===== src/hw/rtl/trapezoid_roi_crop_gray_binarize_unit_macros.svh =====
// ----------------------------------------------------------------------------
// trapezoid roi crop assertion macros
// wrappers for concurrent checks, empty when synthesizing
// ----------------------------------------------------------------------------
`ifndef TRAPEZOID_ROI_CROP_GRAY_BINARIZE_UNIT_MACROS_SVH
`define TRAPEZOID_ROI_CROP_GRAY_BINARIZE_UNIT_MACROS_SVH

`ifndef SYNTHESIS
`define TRCGB_ASSERT(lbl, prop, msg) \
  lbl: assert property (@(posedge clk_i) disable iff (!rst_ni) prop) else $error(msg);
`define TRCGB_ASSERT_ALWAYS(lbl, prop, msg) \
  lbl: assert property (@(posedge clk_i) prop) else $error(msg);
`else
`define TRCGB_ASSERT(lbl, prop, msg)
`define TRCGB_ASSERT_ALWAYS(lbl, prop, msg)
`endif

`endif


===== src/hw/rtl/trcgb_pkg.sv =====
// ----------------------------------------------------------------------------
// trcgb_pkg
// shared widths, register indexes, pixel constants and sequencer states
// ----------------------------------------------------------------------------
package trcgb_pkg;

  localparam int unsigned MAX_DIM_DEF = 4096;

  localparam int unsigned COORD_W    = 12;
  localparam int unsigned PIX_W      = 8;
  localparam int unsigned MODE_W     = 2;
  localparam int unsigned ROWS_W     = 13;
  localparam int unsigned POINT_W    = 24;
  localparam int unsigned CROP_W     = 13;
  localparam int unsigned CFG_IDX_W  = 3;
  localparam int unsigned CFG_DATA_W = 24;

  localparam int unsigned EDGE_W = COORD_W + 1;
  localparam int unsigned PROD_W = 2 * EDGE_W;
  localparam int unsigned NUM_W  = PROD_W + 1;

  localparam logic [CFG_IDX_W-1:0] REG_OUT_MODE   = 3'd0;
  localparam logic [CFG_IDX_W-1:0] REG_IMAGE_ROWS = 3'd1;
  localparam logic [CFG_IDX_W-1:0] REG_MID_LEFT   = 3'd2;
  localparam logic [CFG_IDX_W-1:0] REG_TOP_LEFT   = 3'd3;
  localparam logic [CFG_IDX_W-1:0] REG_TOP_RIGHT  = 3'd4;
  localparam logic [CFG_IDX_W-1:0] REG_MID_RIGHT  = 3'd5;
  localparam logic [CFG_IDX_W-1:0] REG_CROP_WIDTH = 3'd6;

  localparam logic [ROWS_W-1:0] ROWS_RESET = 13'd4096;

  localparam logic [MODE_W-1:0] MODE_PASS = 2'd0;
  localparam logic [MODE_W-1:0] MODE_GRAY = 2'd1;

  localparam int unsigned GRAY_SUM_W   = 15;
  localparam int unsigned GRAY_RECIP_W = 15;
  localparam int unsigned GRAY_PROD_W  = GRAY_SUM_W + GRAY_RECIP_W;
  localparam int unsigned GRAY_SHIFT   = 21;
  localparam logic [GRAY_SUM_W-1:0]   GRAY_WR    = 15'd21;
  localparam logic [GRAY_SUM_W-1:0]   GRAY_WG    = 15'd72;
  localparam logic [GRAY_SUM_W-1:0]   GRAY_WB    = 15'd7;
  localparam logic [GRAY_RECIP_W-1:0] GRAY_RECIP = 15'd20972;

  localparam logic [PIX_W-1:0] BIN_THRESH = 8'd128;
  localparam logic [PIX_W-1:0] BIN_HIGH   = 8'd255;
  localparam logic [PIX_W-1:0] BIN_LOW    = 8'd0;

  typedef enum logic [2:0] {
    ST_IDLE,
    ST_CHECK,
    ST_GRAY,
    ST_MUL0,
    ST_MUL1,
    ST_DSTART,
    ST_DWAIT,
    ST_EMIT
  } state_e;

endpackage


===== src/hw/rtl/trcgb_div.sv =====
// ----------------------------------------------------------------------------
// trcgb_div
// signed restoring divider, one quotient bit per cycle, truncates toward zero
// ----------------------------------------------------------------------------
module trcgb_div
  import trcgb_pkg::*;
#(
  parameter int unsigned N_W = NUM_W,
  parameter int unsigned D_W = EDGE_W
) (
  input  logic                  clk_i,
  input  logic                  rst_ni,
  input  logic                  start_i,
  input  logic signed [N_W-1:0] num_i,
  input  logic signed [D_W-1:0] den_i,
  output logic                  done_o,
  output logic signed [N_W-1:0] quot_o
);

  localparam int unsigned MAG_W  = N_W - 1;
  localparam int unsigned DMAG_W = D_W - 1;
  localparam int unsigned CNT_W  = $clog2(MAG_W);

  logic              busy_q, busy_d;
  logic              done_q, done_d;
  logic [CNT_W-1:0]  cnt_q, cnt_d;
  logic [DMAG_W-1:0] rem_q, rem_d;
  logic [DMAG_W-1:0] dvs_q, dvs_d;
  logic [MAG_W-1:0]  quo_q, quo_d;
  logic              neg_q, neg_d;

  logic [N_W-1:0]    num_abs;
  logic [D_W-1:0]    den_abs;
  logic [DMAG_W:0]   trial;
  logic [DMAG_W:0]   diff;
  logic              ge;

  assign num_abs = num_i[N_W-1] ? N_W'(-num_i) : N_W'(num_i);
  assign den_abs = den_i[D_W-1] ? D_W'(-den_i) : D_W'(den_i);
  assign trial   = {rem_q, quo_q[MAG_W-1]};
  assign diff    = trial - {1'b0, dvs_q};
  assign ge      = ~diff[DMAG_W];

  always_comb begin
    busy_d = busy_q;
    done_d = 1'b0;
    cnt_d  = cnt_q;
    rem_d  = rem_q;
    dvs_d  = dvs_q;
    quo_d  = quo_q;
    neg_d  = neg_q;
    if (start_i) begin
      busy_d = 1'b1;
      cnt_d  = CNT_W'(MAG_W - 1);
      rem_d  = '0;
      dvs_d  = den_abs[DMAG_W-1:0];
      quo_d  = num_abs[MAG_W-1:0];
      neg_d  = num_i[N_W-1] ^ den_i[D_W-1];
    end else if (busy_q) begin
      rem_d = ge ? diff[DMAG_W-1:0] : trial[DMAG_W-1:0];
      quo_d = {quo_q[MAG_W-2:0], ge};
      cnt_d = cnt_q - CNT_W'(1);
      if (cnt_q == '0) begin
        busy_d = 1'b0;
        done_d = 1'b1;
      end
    end
  end

  always_ff @(posedge clk_i or negedge rst_ni) begin
    if (!rst_ni) begin
      busy_q <= 1'b0;
      done_q <= 1'b0;
      cnt_q  <= '0;
    end else begin
      busy_q <= busy_d;
      done_q <= done_d;
      cnt_q  <= cnt_d;
    end
  end

  always_ff @(posedge clk_i) begin
    rem_q <= rem_d;
    dvs_q <= dvs_d;
    quo_q <= quo_d;
    neg_q <= neg_d;
  end

  assign done_o = done_q;
  assign quot_o = neg_q ? -$signed({1'b0, quo_q}) : $signed({1'b0, quo_q});

endmodule


===== src/hw/rtl/trcgb_gray.sv =====
// ----------------------------------------------------------------------------
// trcgb_gray
// two-stage rgb to gray: weighted sum, then divide by 100 via reciprocal
// ----------------------------------------------------------------------------
module trcgb_gray
  import trcgb_pkg::*;
(
  input  logic             clk_i,
  input  logic [PIX_W-1:0] red_i,
  input  logic [PIX_W-1:0] green_i,
  input  logic [PIX_W-1:0] blue_i,
  output logic [PIX_W-1:0] gray_o
);

  logic [GRAY_SUM_W-1:0]  sum_d, sum_q;
  logic [GRAY_PROD_W-1:0] prod;
  logic [PIX_W-1:0]       gray_q;

  assign sum_d = GRAY_WR * GRAY_SUM_W'(red_i) + GRAY_WG * GRAY_SUM_W'(green_i)
               + GRAY_WB * GRAY_SUM_W'(blue_i);
  assign prod  = GRAY_PROD_W'(sum_q) * GRAY_PROD_W'(GRAY_RECIP);

  always_ff @(posedge clk_i) begin
    sum_q  <= sum_d;
    gray_q <= prod[GRAY_SHIFT +: PIX_W];
  end

  assign gray_o = gray_q;

endmodule


===== src/hw/rtl/trapezoid_roi_crop_gray_binarize_unit.sv =====
// ----------------------------------------------------------------------------
// trapezoid_roi_crop_gray_binarize_unit
// crops a pixel stream to a trapezoid region, pass, gray or binary output
//
//   channel  signals                                  direction
//   in       in_valid_i in_ready_o pixel_* *_chan_i   item in
//   out      out_valid_o out_ready_i out_*            item out
//   cfg      cfg_we_i cfg_idx_i cfg_wdata_i           register write
//
// an item passes check, gray and emit from accept back to ready when its row span
// is cached or not needed (flat side), a dropped item check alone; a top row seen
// first runs mul0, mul1, dstart and dwait per edge, left then right, on the
// shared multiplier and bit-serial divider, then emit; no clearing pass after reset
// the result waits in the output register and the next item is taken meanwhile
// an item stalls in its emit state while that register is full and not read
// ----------------------------------------------------------------------------
`include "trapezoid_roi_crop_gray_binarize_unit_macros.svh"

module trapezoid_roi_crop_gray_binarize_unit
  import trcgb_pkg::*;
#(
  parameter int unsigned MAX_DIM = MAX_DIM_DEF
) (
  input  logic                  clk_i,
  input  logic                  rst_ni,
  input  logic                  cfg_we_i,
  input  logic [CFG_IDX_W-1:0]  cfg_idx_i,
  input  logic [CFG_DATA_W-1:0] cfg_wdata_i,
  input  logic                  in_valid_i,
  output logic                  in_ready_o,
  input  logic [COORD_W-1:0]    pixel_col_i,
  input  logic [COORD_W-1:0]    pixel_row_i,
  input  logic [PIX_W-1:0]      blue_or_gray_i,
  input  logic [PIX_W-1:0]      green_chan_i,
  input  logic [PIX_W-1:0]      red_chan_i,
  output logic                  out_valid_o,
  input  logic                  out_ready_i,
  output logic [COORD_W-1:0]    out_col_o,
  output logic [COORD_W-1:0]    out_row_o,
  output logic [PIX_W-1:0]      pixel_value_o
);

  localparam int unsigned SPAN_W = $clog2(MAX_DIM + 2);
  localparam int unsigned CMP_W  = (SPAN_W > COORD_W + 1) ? SPAN_W : COORD_W + 1;
  localparam logic [SPAN_W-1:0] SPAN_MAX = SPAN_W'(MAX_DIM + 1);

  // configuration
  logic [MODE_W-1:0]  mode_q;
  logic [ROWS_W-1:0]  rows_q;
  logic [POINT_W-1:0] ml_q, tl_q, tr_q, mr_q;
  logic [CROP_W-1:0]  crop_q;
  logic               cfg_hit;

  assign cfg_hit = cfg_we_i && (cfg_idx_i <= REG_CROP_WIDTH);

  always_ff @(posedge clk_i or negedge rst_ni) begin
    if (!rst_ni) begin
      mode_q <= MODE_PASS;
      rows_q <= ROWS_RESET;
      ml_q   <= '0;
      tl_q   <= '0;
      tr_q   <= '0;
      mr_q   <= '0;
      crop_q <= '0;
    end else if (cfg_we_i) begin
      unique case (cfg_idx_i)
        REG_OUT_MODE:   mode_q <= cfg_wdata_i[MODE_W-1:0];
        REG_IMAGE_ROWS: rows_q <= cfg_wdata_i[ROWS_W-1:0];
        REG_MID_LEFT:   ml_q   <= cfg_wdata_i[POINT_W-1:0];
        REG_TOP_LEFT:   tl_q   <= cfg_wdata_i[POINT_W-1:0];
        REG_TOP_RIGHT:  tr_q   <= cfg_wdata_i[POINT_W-1:0];
        REG_MID_RIGHT:  mr_q   <= cfg_wdata_i[POINT_W-1:0];
        REG_CROP_WIDTH: crop_q <= cfg_wdata_i[CROP_W-1:0];
        default: ;
      endcase
    end
  end

  // input capture
  logic [COORD_W-1:0] col_q, row_q;
  logic [PIX_W-1:0]   blu_q, grn_q, red_q;
  logic               in_fire;

  assign in_fire = in_valid_i && in_ready_o;

  always_ff @(posedge clk_i) begin
    if (in_fire) begin
      col_q <= pixel_col_i;
      row_q <= pixel_row_i;
      blu_q <= blue_or_gray_i;
      grn_q <= green_chan_i;
      red_q <= red_chan_i;
    end
  end

  // gray unit
  logic [PIX_W-1:0] gray;

  trcgb_gray u_gray (
    .clk_i   (clk_i),
    .red_i   (red_q),
    .green_i (grn_q),
    .blue_i  (blu_q),
    .gray_o  (gray)
  );

  // region decode
  logic [COORD_W-1:0] y_ml, y_tl, y_tr, ymin;
  logic               drop, top_row, hit;
  logic signed [EDGE_W-1:0] den_l, den_r;

  assign y_ml = ml_q[COORD_W-1:0];
  assign y_tl = tl_q[COORD_W-1:0];
  assign y_tr = tr_q[COORD_W-1:0];
  assign ymin = (y_tl < y_tr) ? y_tr : y_tl;

  assign drop    = (row_q < ymin) || ({1'b0, row_q} >= rows_q) || ({1'b0, col_q} >= crop_q);
  assign top_row = row_q < y_ml;

  assign den_l = $signed({1'b0, y_tl}) - $signed({1'b0, y_ml});
  assign den_r = $signed({1'b0, y_tr}) - $signed({1'b0, mr_q[COORD_W-1:0]});

  // edge datapath, shared multiplier and divider
  state_e state_q, state_d;
  logic   side_q, side_d;
  logic   top_q, top_d;

  logic [POINT_W-1:0]       mid_sel, tp_sel;
  logic signed [EDGE_W-1:0] x1, y1, x2, y2, den_e, dx, dy;
  logic signed [EDGE_W-1:0] mul_a, mul_b;
  logic signed [PROD_W-1:0] mul_p, prod_q;
  logic signed [NUM_W-1:0]  num_q;
  logic signed [NUM_W-1:0]  quot;
  logic                     div_done;
  logic [SPAN_W-1:0]        edge_x;

  assign mid_sel = side_q ? mr_q : ml_q;
  assign tp_sel  = side_q ? tr_q : tl_q;
  assign x1 = $signed({1'b0, mid_sel[POINT_W-1:COORD_W]});
  assign y1 = $signed({1'b0, mid_sel[COORD_W-1:0]});
  assign x2 = $signed({1'b0, tp_sel[POINT_W-1:COORD_W]});
  assign y2 = $signed({1'b0, tp_sel[COORD_W-1:0]});
  assign den_e = y2 - y1;
  assign dx    = x2 - x1;
  assign dy    = $signed({1'b0, row_q}) - y1;

  assign mul_a = (state_q == ST_MUL0) ? x1 : dy;
  assign mul_b = (state_q == ST_MUL0) ? den_e : dx;
  assign mul_p = mul_a * mul_b;

  always_ff @(posedge clk_i) begin
    if (state_q == ST_MUL0) begin
      prod_q <= mul_p;
    end
    if (state_q == ST_MUL1) begin
      num_q <= $signed({prod_q[PROD_W-1], prod_q}) + $signed({mul_p[PROD_W-1], mul_p});
    end
  end

  trcgb_div #(
    .N_W (NUM_W),
    .D_W (EDGE_W)
  ) u_div (
    .clk_i   (clk_i),
    .rst_ni  (rst_ni),
    .start_i (state_q == ST_DSTART),
    .num_i   (num_q),
    .den_i   (den_e),
    .done_o  (div_done),
    .quot_o  (quot)
  );

  always_comb begin
    if (quot[NUM_W-1]) begin
      edge_x = '0;
    end else if (quot > $signed(NUM_W'(MAX_DIM + 1))) begin
      edge_x = SPAN_MAX;
    end else begin
      edge_x = quot[SPAN_W-1:0];
    end
  end

  // row span cache
  logic [COORD_W-1:0] bounds_row_q, bounds_row_d;
  logic               bounds_valid_q, bounds_valid_d;
  logic [SPAN_W-1:0]  span_first_q, span_first_d;
  logic [SPAN_W-1:0]  span_last_q, span_last_d;

  assign hit = bounds_valid_q && (bounds_row_q == row_q);

  // pass test and pixel value
  logic [CMP_W-1:0] colx, sf, sl;
  logic             pass;
  logic [PIX_W-1:0] val;
  logic             slot_free;

  assign colx = CMP_W'(col_q);
  assign sf   = CMP_W'(span_first_q);
  assign sl   = CMP_W'(span_last_q);

  always_comb begin
    if (!top_q) begin
      pass = 1'b1;
    end else if (sf == sl) begin
      pass = (CMP_W'(colx + CMP_W'(1)) == sf);
    end else begin
      pass = (colx >= sf) && (colx < sl);
    end
    if (!pass) begin
      val = BIN_LOW;
    end else if (mode_q == MODE_PASS) begin
      val = blu_q;
    end else if (mode_q == MODE_GRAY) begin
      val = gray;
    end else begin
      val = (gray < BIN_THRESH) ? BIN_LOW : BIN_HIGH;
    end
  end

  // output register
  logic               out_valid_q;
  logic [COORD_W-1:0] out_col_q, out_row_q;
  logic [PIX_W-1:0]   out_val_q;
  logic               emit;

  assign slot_free = !out_valid_q || out_ready_i;
  assign emit      = (state_q == ST_EMIT) && slot_free;

  // sequencer
  always_comb begin
    state_d        = state_q;
    side_d         = side_q;
    top_d          = top_q;
    bounds_row_d   = bounds_row_q;
    bounds_valid_d = bounds_valid_q;
    span_first_d   = span_first_q;
    span_last_d    = span_last_q;
    unique case (state_q)
      ST_IDLE: begin
        if (in_fire) begin
          state_d = ST_CHECK;
        end
      end
      ST_CHECK: begin
        top_d = top_row;
        if (drop) begin
          state_d = ST_IDLE;
        end else if (top_row && !hit) begin
          if (den_l == '0 || den_r == '0) begin
            span_first_d   = SPAN_W'(1);
            span_last_d    = '0;
            bounds_row_d   = row_q;
            bounds_valid_d = 1'b1;
            state_d        = ST_GRAY;
          end else begin
            side_d  = 1'b0;
            state_d = ST_MUL0;
          end
        end else begin
          state_d = ST_GRAY;
        end
      end
      ST_GRAY:   state_d = ST_EMIT;
      ST_MUL0:   state_d = ST_MUL1;
      ST_MUL1:   state_d = ST_DSTART;
      ST_DSTART: state_d = ST_DWAIT;
      ST_DWAIT: begin
        if (div_done) begin
          if (!side_q) begin
            span_first_d = edge_x;
            side_d       = 1'b1;
            state_d      = ST_MUL0;
          end else begin
            span_last_d    = edge_x;
            bounds_row_d   = row_q;
            bounds_valid_d = 1'b1;
            state_d        = ST_EMIT;
          end
        end
      end
      ST_EMIT: begin
        if (slot_free) begin
          state_d = ST_IDLE;
        end
      end
      default: state_d = ST_IDLE;
    endcase
    if (cfg_hit) begin
      bounds_valid_d = 1'b0;
    end
  end

  always_ff @(posedge clk_i or negedge rst_ni) begin
    if (!rst_ni) begin
      state_q        <= ST_IDLE;
      side_q         <= 1'b0;
      top_q          <= 1'b0;
      bounds_row_q   <= '0;
      bounds_valid_q <= 1'b0;
      span_first_q   <= '0;
      span_last_q    <= '0;
      out_valid_q    <= 1'b0;
    end else begin
      state_q        <= state_d;
      side_q         <= side_d;
      top_q          <= top_d;
      bounds_row_q   <= bounds_row_d;
      bounds_valid_q <= bounds_valid_d;
      span_first_q   <= span_first_d;
      span_last_q    <= span_last_d;
      if (emit) begin
        out_valid_q <= 1'b1;
      end else if (out_ready_i) begin
        out_valid_q <= 1'b0;
      end
    end
  end

  always_ff @(posedge clk_i) begin
    if (emit) begin
      out_col_q <= col_q;
      out_row_q <= row_q - ymin;
      out_val_q <= val;
    end
  end

  assign in_ready_o    = (state_q == ST_IDLE);
  assign out_valid_o   = out_valid_q;
  assign out_col_o     = out_col_q;
  assign out_row_o     = out_row_q;
  assign pixel_value_o = out_val_q;

  // checks
  `TRCGB_ASSERT(a_div_done_in_wait, div_done |-> state_q == ST_DWAIT, "divider done outside wait")
  `TRCGB_ASSERT(a_out_from_emit, $rose(out_valid_q) |-> $past(state_q) == ST_EMIT, "result not from emit")
  `TRCGB_ASSERT(a_span_cached, (state_q == ST_EMIT) && top_q |-> bounds_valid_q && (bounds_row_q == row_q), "top row emitted without span")
  `TRCGB_ASSERT_ALWAYS(a_reset_idle, !rst_ni |=> !out_valid_o, "output valid after reset")

endmodule


===== config.mk =====
export PLATFORM = sky130hd
export DESIGN_NAME = trapezoid_roi_crop_gray_binarize_unit
export DESIGN_NICKNAME = d
export VERILOG_FILES = /design/src/hw/rtl/trcgb_pkg.sv /design/src/hw/rtl/trcgb_div.sv /design/src/hw/rtl/trcgb_gray.sv /design/src/hw/rtl/trapezoid_roi_crop_gray_binarize_unit.sv
export VERILOG_INCLUDE_DIRS = /design/src /design/src/hw/rtl
export SDC_FILE = /design/constraint.sdc
export NUM_CORES = 2
export LEC_CHECK = 0
export BUFFER_PORTS_ARGS = -buffer_cell sky130_fd_sc_hd__buf_4
export CORE_UTILIZATION = 25
export CTS_CLUSTER_DIAMETER = 200
export DETAILED_ROUTE_END_ITERATION = 7
export SYNTH_ARGS = -nofsm -noshare
export SYNTH_HDL_FRONTEND = slang
export SYNTH_SLANG_ARGS = --single-unit

===== constraint.sdc =====
create_clock -name clk_i -period 20.7 [get_ports clk_i]
set_input_delay 2.07 -clock clk_i [delete_from_list [all_inputs] [get_ports clk_i]]
set_output_delay 2.07 -clock clk_i [all_outputs]
set_load 0.02 [all_outputs]

==> results_dict.tcl <==
set metrics [dict create \
    antenna_found_initial 1 \
    clk_pin_slew_worst_paths_ns 0.06 \
    track_usage_pct 12.2 \
    root_buffer "clkbuf_16" \
    synthesis.nets 4114 \
    wl_per_cell_microns 16.0 \
    post_cts_resized 0 \
    slew_headroom_pct 13.6 \
    final.setup.tns_ns 0 \
    synth_cell_types 93 \
    layout.cells.non_filler 5290 \
    initial_utilization_pct 25.3 \
    finalSetupViolations 0 \
    drt_pass1_iterations 5 \
    cp_data_arrival_time_ns 11.56 \
    cp_slowest_cell "a21oi_1" \
    synth_common_cells "inv_1 (462), ha_1 (400), nand2_1 (298), fa_1 (271), dfrtp_1 (175)" \
    hpwl_microns 67000 \
    cts_sinks 383 \
    finalHoldViolCount 0 \
    first_global_vias 24800 \
    post_cts_buffers 0 \
    synth_edf_count 172 \
    io_pins 114 \
    min_from "mr_q[12]" \
    core_sq_um 136000 \
    post_route_cells_drive_above_1_share_pct 11.4 \
    grt_pass1_wl_microns 137000 \
    critPathCaptureType "flop" \
    drc_errors 0 \
    path_common_cell "fa_1" \
    slew_viol_final 0 \
    num_rows 135 \
    finClkSkew_ns 0.0504 \
    synth_area_sq_um 34300 \
    rsz0062_at_grt "false" \
    first_iter_violations 1304 \
    post-route-util_pct 28.7 \
    critical_path_class "flop to flop" \
    yosysSeqAreaShare_pct 29.9 \
    cts_tree "yes" \
    place.port_buffers 113 \
    reg2reg_from "side_q" \
    reg2reg_depth 39 \
    ctsHtreeMaxLevel 2 \
    dp_cells 5201 \
    finalWorstSetupSlack_ns 9.59 \
    wl_microns 84500 \
    synth_ff_type "dfrtp_1" \
    synth.top_cell.area_share_pct 15.8 \
    post-synth-top-count-cell "inv_1" \
    die_w_microns 373 \
    slowest_delay_ns 0.85 \
    cts_buffers 47 \
    dp_slack_ns 9.76 \
    routed_via_density 4.60 \
    ys_async_sr_fraction_pct 46.0 \
    outcome "completed" \
    cp.required_ns 21.15 \
    syn_area_per_cell_sq_um 10.2 \
    die_y_microns 373 \
    fin_crit_ns 11.11 \
    critical_path.max_fanout 48 \
    clockBufferDepth 3 \
    max-cap-violations 0 \
    grt_overflow 0 \
    crit_path_start_kind "flop" \
    fmax_ghz 0.0900 \
    vias 24300 \
    yosys_warnings 0 \
    place_congestion 0.884 \
    rrSetupSlack_ns 9.59 \
    ant_nets 0 \
    synthTopCellsByArea "fa_1 (16%), edfxtp_1 (15%), ha_1 (15%)" \
    cts_hold_buffers 0 \
    ys_ff_latch 383 \
    area_growth_pct 13.5 \
    r2r_end "num_q[26]" \
    grt_max_degree 77 \
    clock_latency_ns 0.62 \
    netlist_instances 3363 \
    tightest_slew_ns 1.29 \
    synth_top_area_cell "fa_1" \
    period_share_pct 53.7 \
    hold_depth 1 \
    min_to "mr_q[12]" \
    die-area_sq_um 139000 \
    hold_class "flop to flop" \
    nets 4220 \
]
==> worst max-delay path: cells and delay by family, from the launching register on <==
kind	cells	cell delay, ns
fa+ha+maj	10	4.06
compound gates	16	4.00
buf+inv	6	0.87
simple gates	4	0.81
flops	1	0.41
xor+xnor	2	0.38
mux	1	0.32
==> kinds of logic after synthesis <==
logic type | Yosys count | synth area share [%]
flip-flops | 383 | 29.9
AND/OR/NAND/NOR | 801 | 11.3
XOR/XNOR | 219 | 5.58
multiplexers | 193 | 6.22
AO/OA/AOI/OAI | 550 | 10.5
adder cells (fa/ha/maj) | 671 | 30.4
buffers and inverters | 546 | 6.08
==> registers in the layout (all words and copies together) (netlist names), 12 cells and up <==
signal        cells
row_q            12
tr_q             24
mr_q             24
sf               13
prod_q           26
out_col_o        12
u_div.quo_q      26
crop_q           13
u_div.dvs_q      12
ml_q             24
rows_q           13
tl_q             24
num_q            27
out_row_o        12
sl               13
col_q            12
u_div.rem_q      12
bounds_row_q     12
u_gray.sum_q     15
==> per-layer routing <==
layer | track usage, % | share of wire [%] | up-vias
li1 | - | - | 11800
met1 | 17.1 | 48 | 12000
met2 | 20.1 | 46 | 494
met3 | 1.50 | 4.2 | 96
met4 | 2.67 | 1.8 | 0
met5 | 0 | 0 | -
==> layout by cell type, fill, tap and decap left out, drive strengths merged, types with 26 or more instances in the layout <==
cell    netlist  layout
buf          22     138
nand3        45      45
a211oi       29      29
nor2b        49      49
clkbuf       60      57
mux2        136     136
nand2       298     298
o21ai       163     163
a21oi       127     127
dfrtp       175     175
xnor2       136     136
nor3         64      64
edfxtp      172     172
ha          400     400
nand2b       26      26
nor2        150     150
inv         462     467
fa          271     271
xor2         83      83
dfxtp        35      35
mux2i        57      57
or3          32      32
a21o         35      35
and2         34      34
==> worst max-delay path by stage <==
stage | from | endpoint | slack (ns)
after floorplan | side_q | num_q[26] | 10.76
after global placement | side_q | num_q[26] | 10.0
after detailed placement | side_q | num_q[26] | 9.76
after CTS | side_q | num_q[26] | 9.67
after global routing | side_q | num_q[26] | 8.83
final | side_q | num_q[26] | 9.59
==> area by class of cell <==
| class | instances | area, sq um |
|---|---|---|
| Clock inverter | 32 | 410 |
| Antenna cell | 1 | 2.50 |
| Fill cell | 14100 | 96800 |
| Multi-Input combinational cell | 2434 | 22000 |
| Inverter | 464 | 1740 |
| Sequential cell | 383 | 10300 |
| Clock buffer | 56 | 1250 |
| Tap cell | 1781 | 2230 |
| Timing Repair Buffer | 139 | 1050 |
==> per-stage QoR <==
step,hold slack (ns),cell area (sq um)
2_1_floorplan,0.450,34300
3_3_place_gp,0.481,37300
3_5_place_dp,0.490,37300
4_1_cts,0.503,39000
5_1_grt,0.510,39000
6_report,0.503,39000
Power is not shown: default switching activity piles up to over one toggle a cycle in this logic, so the estimate is an artifact.
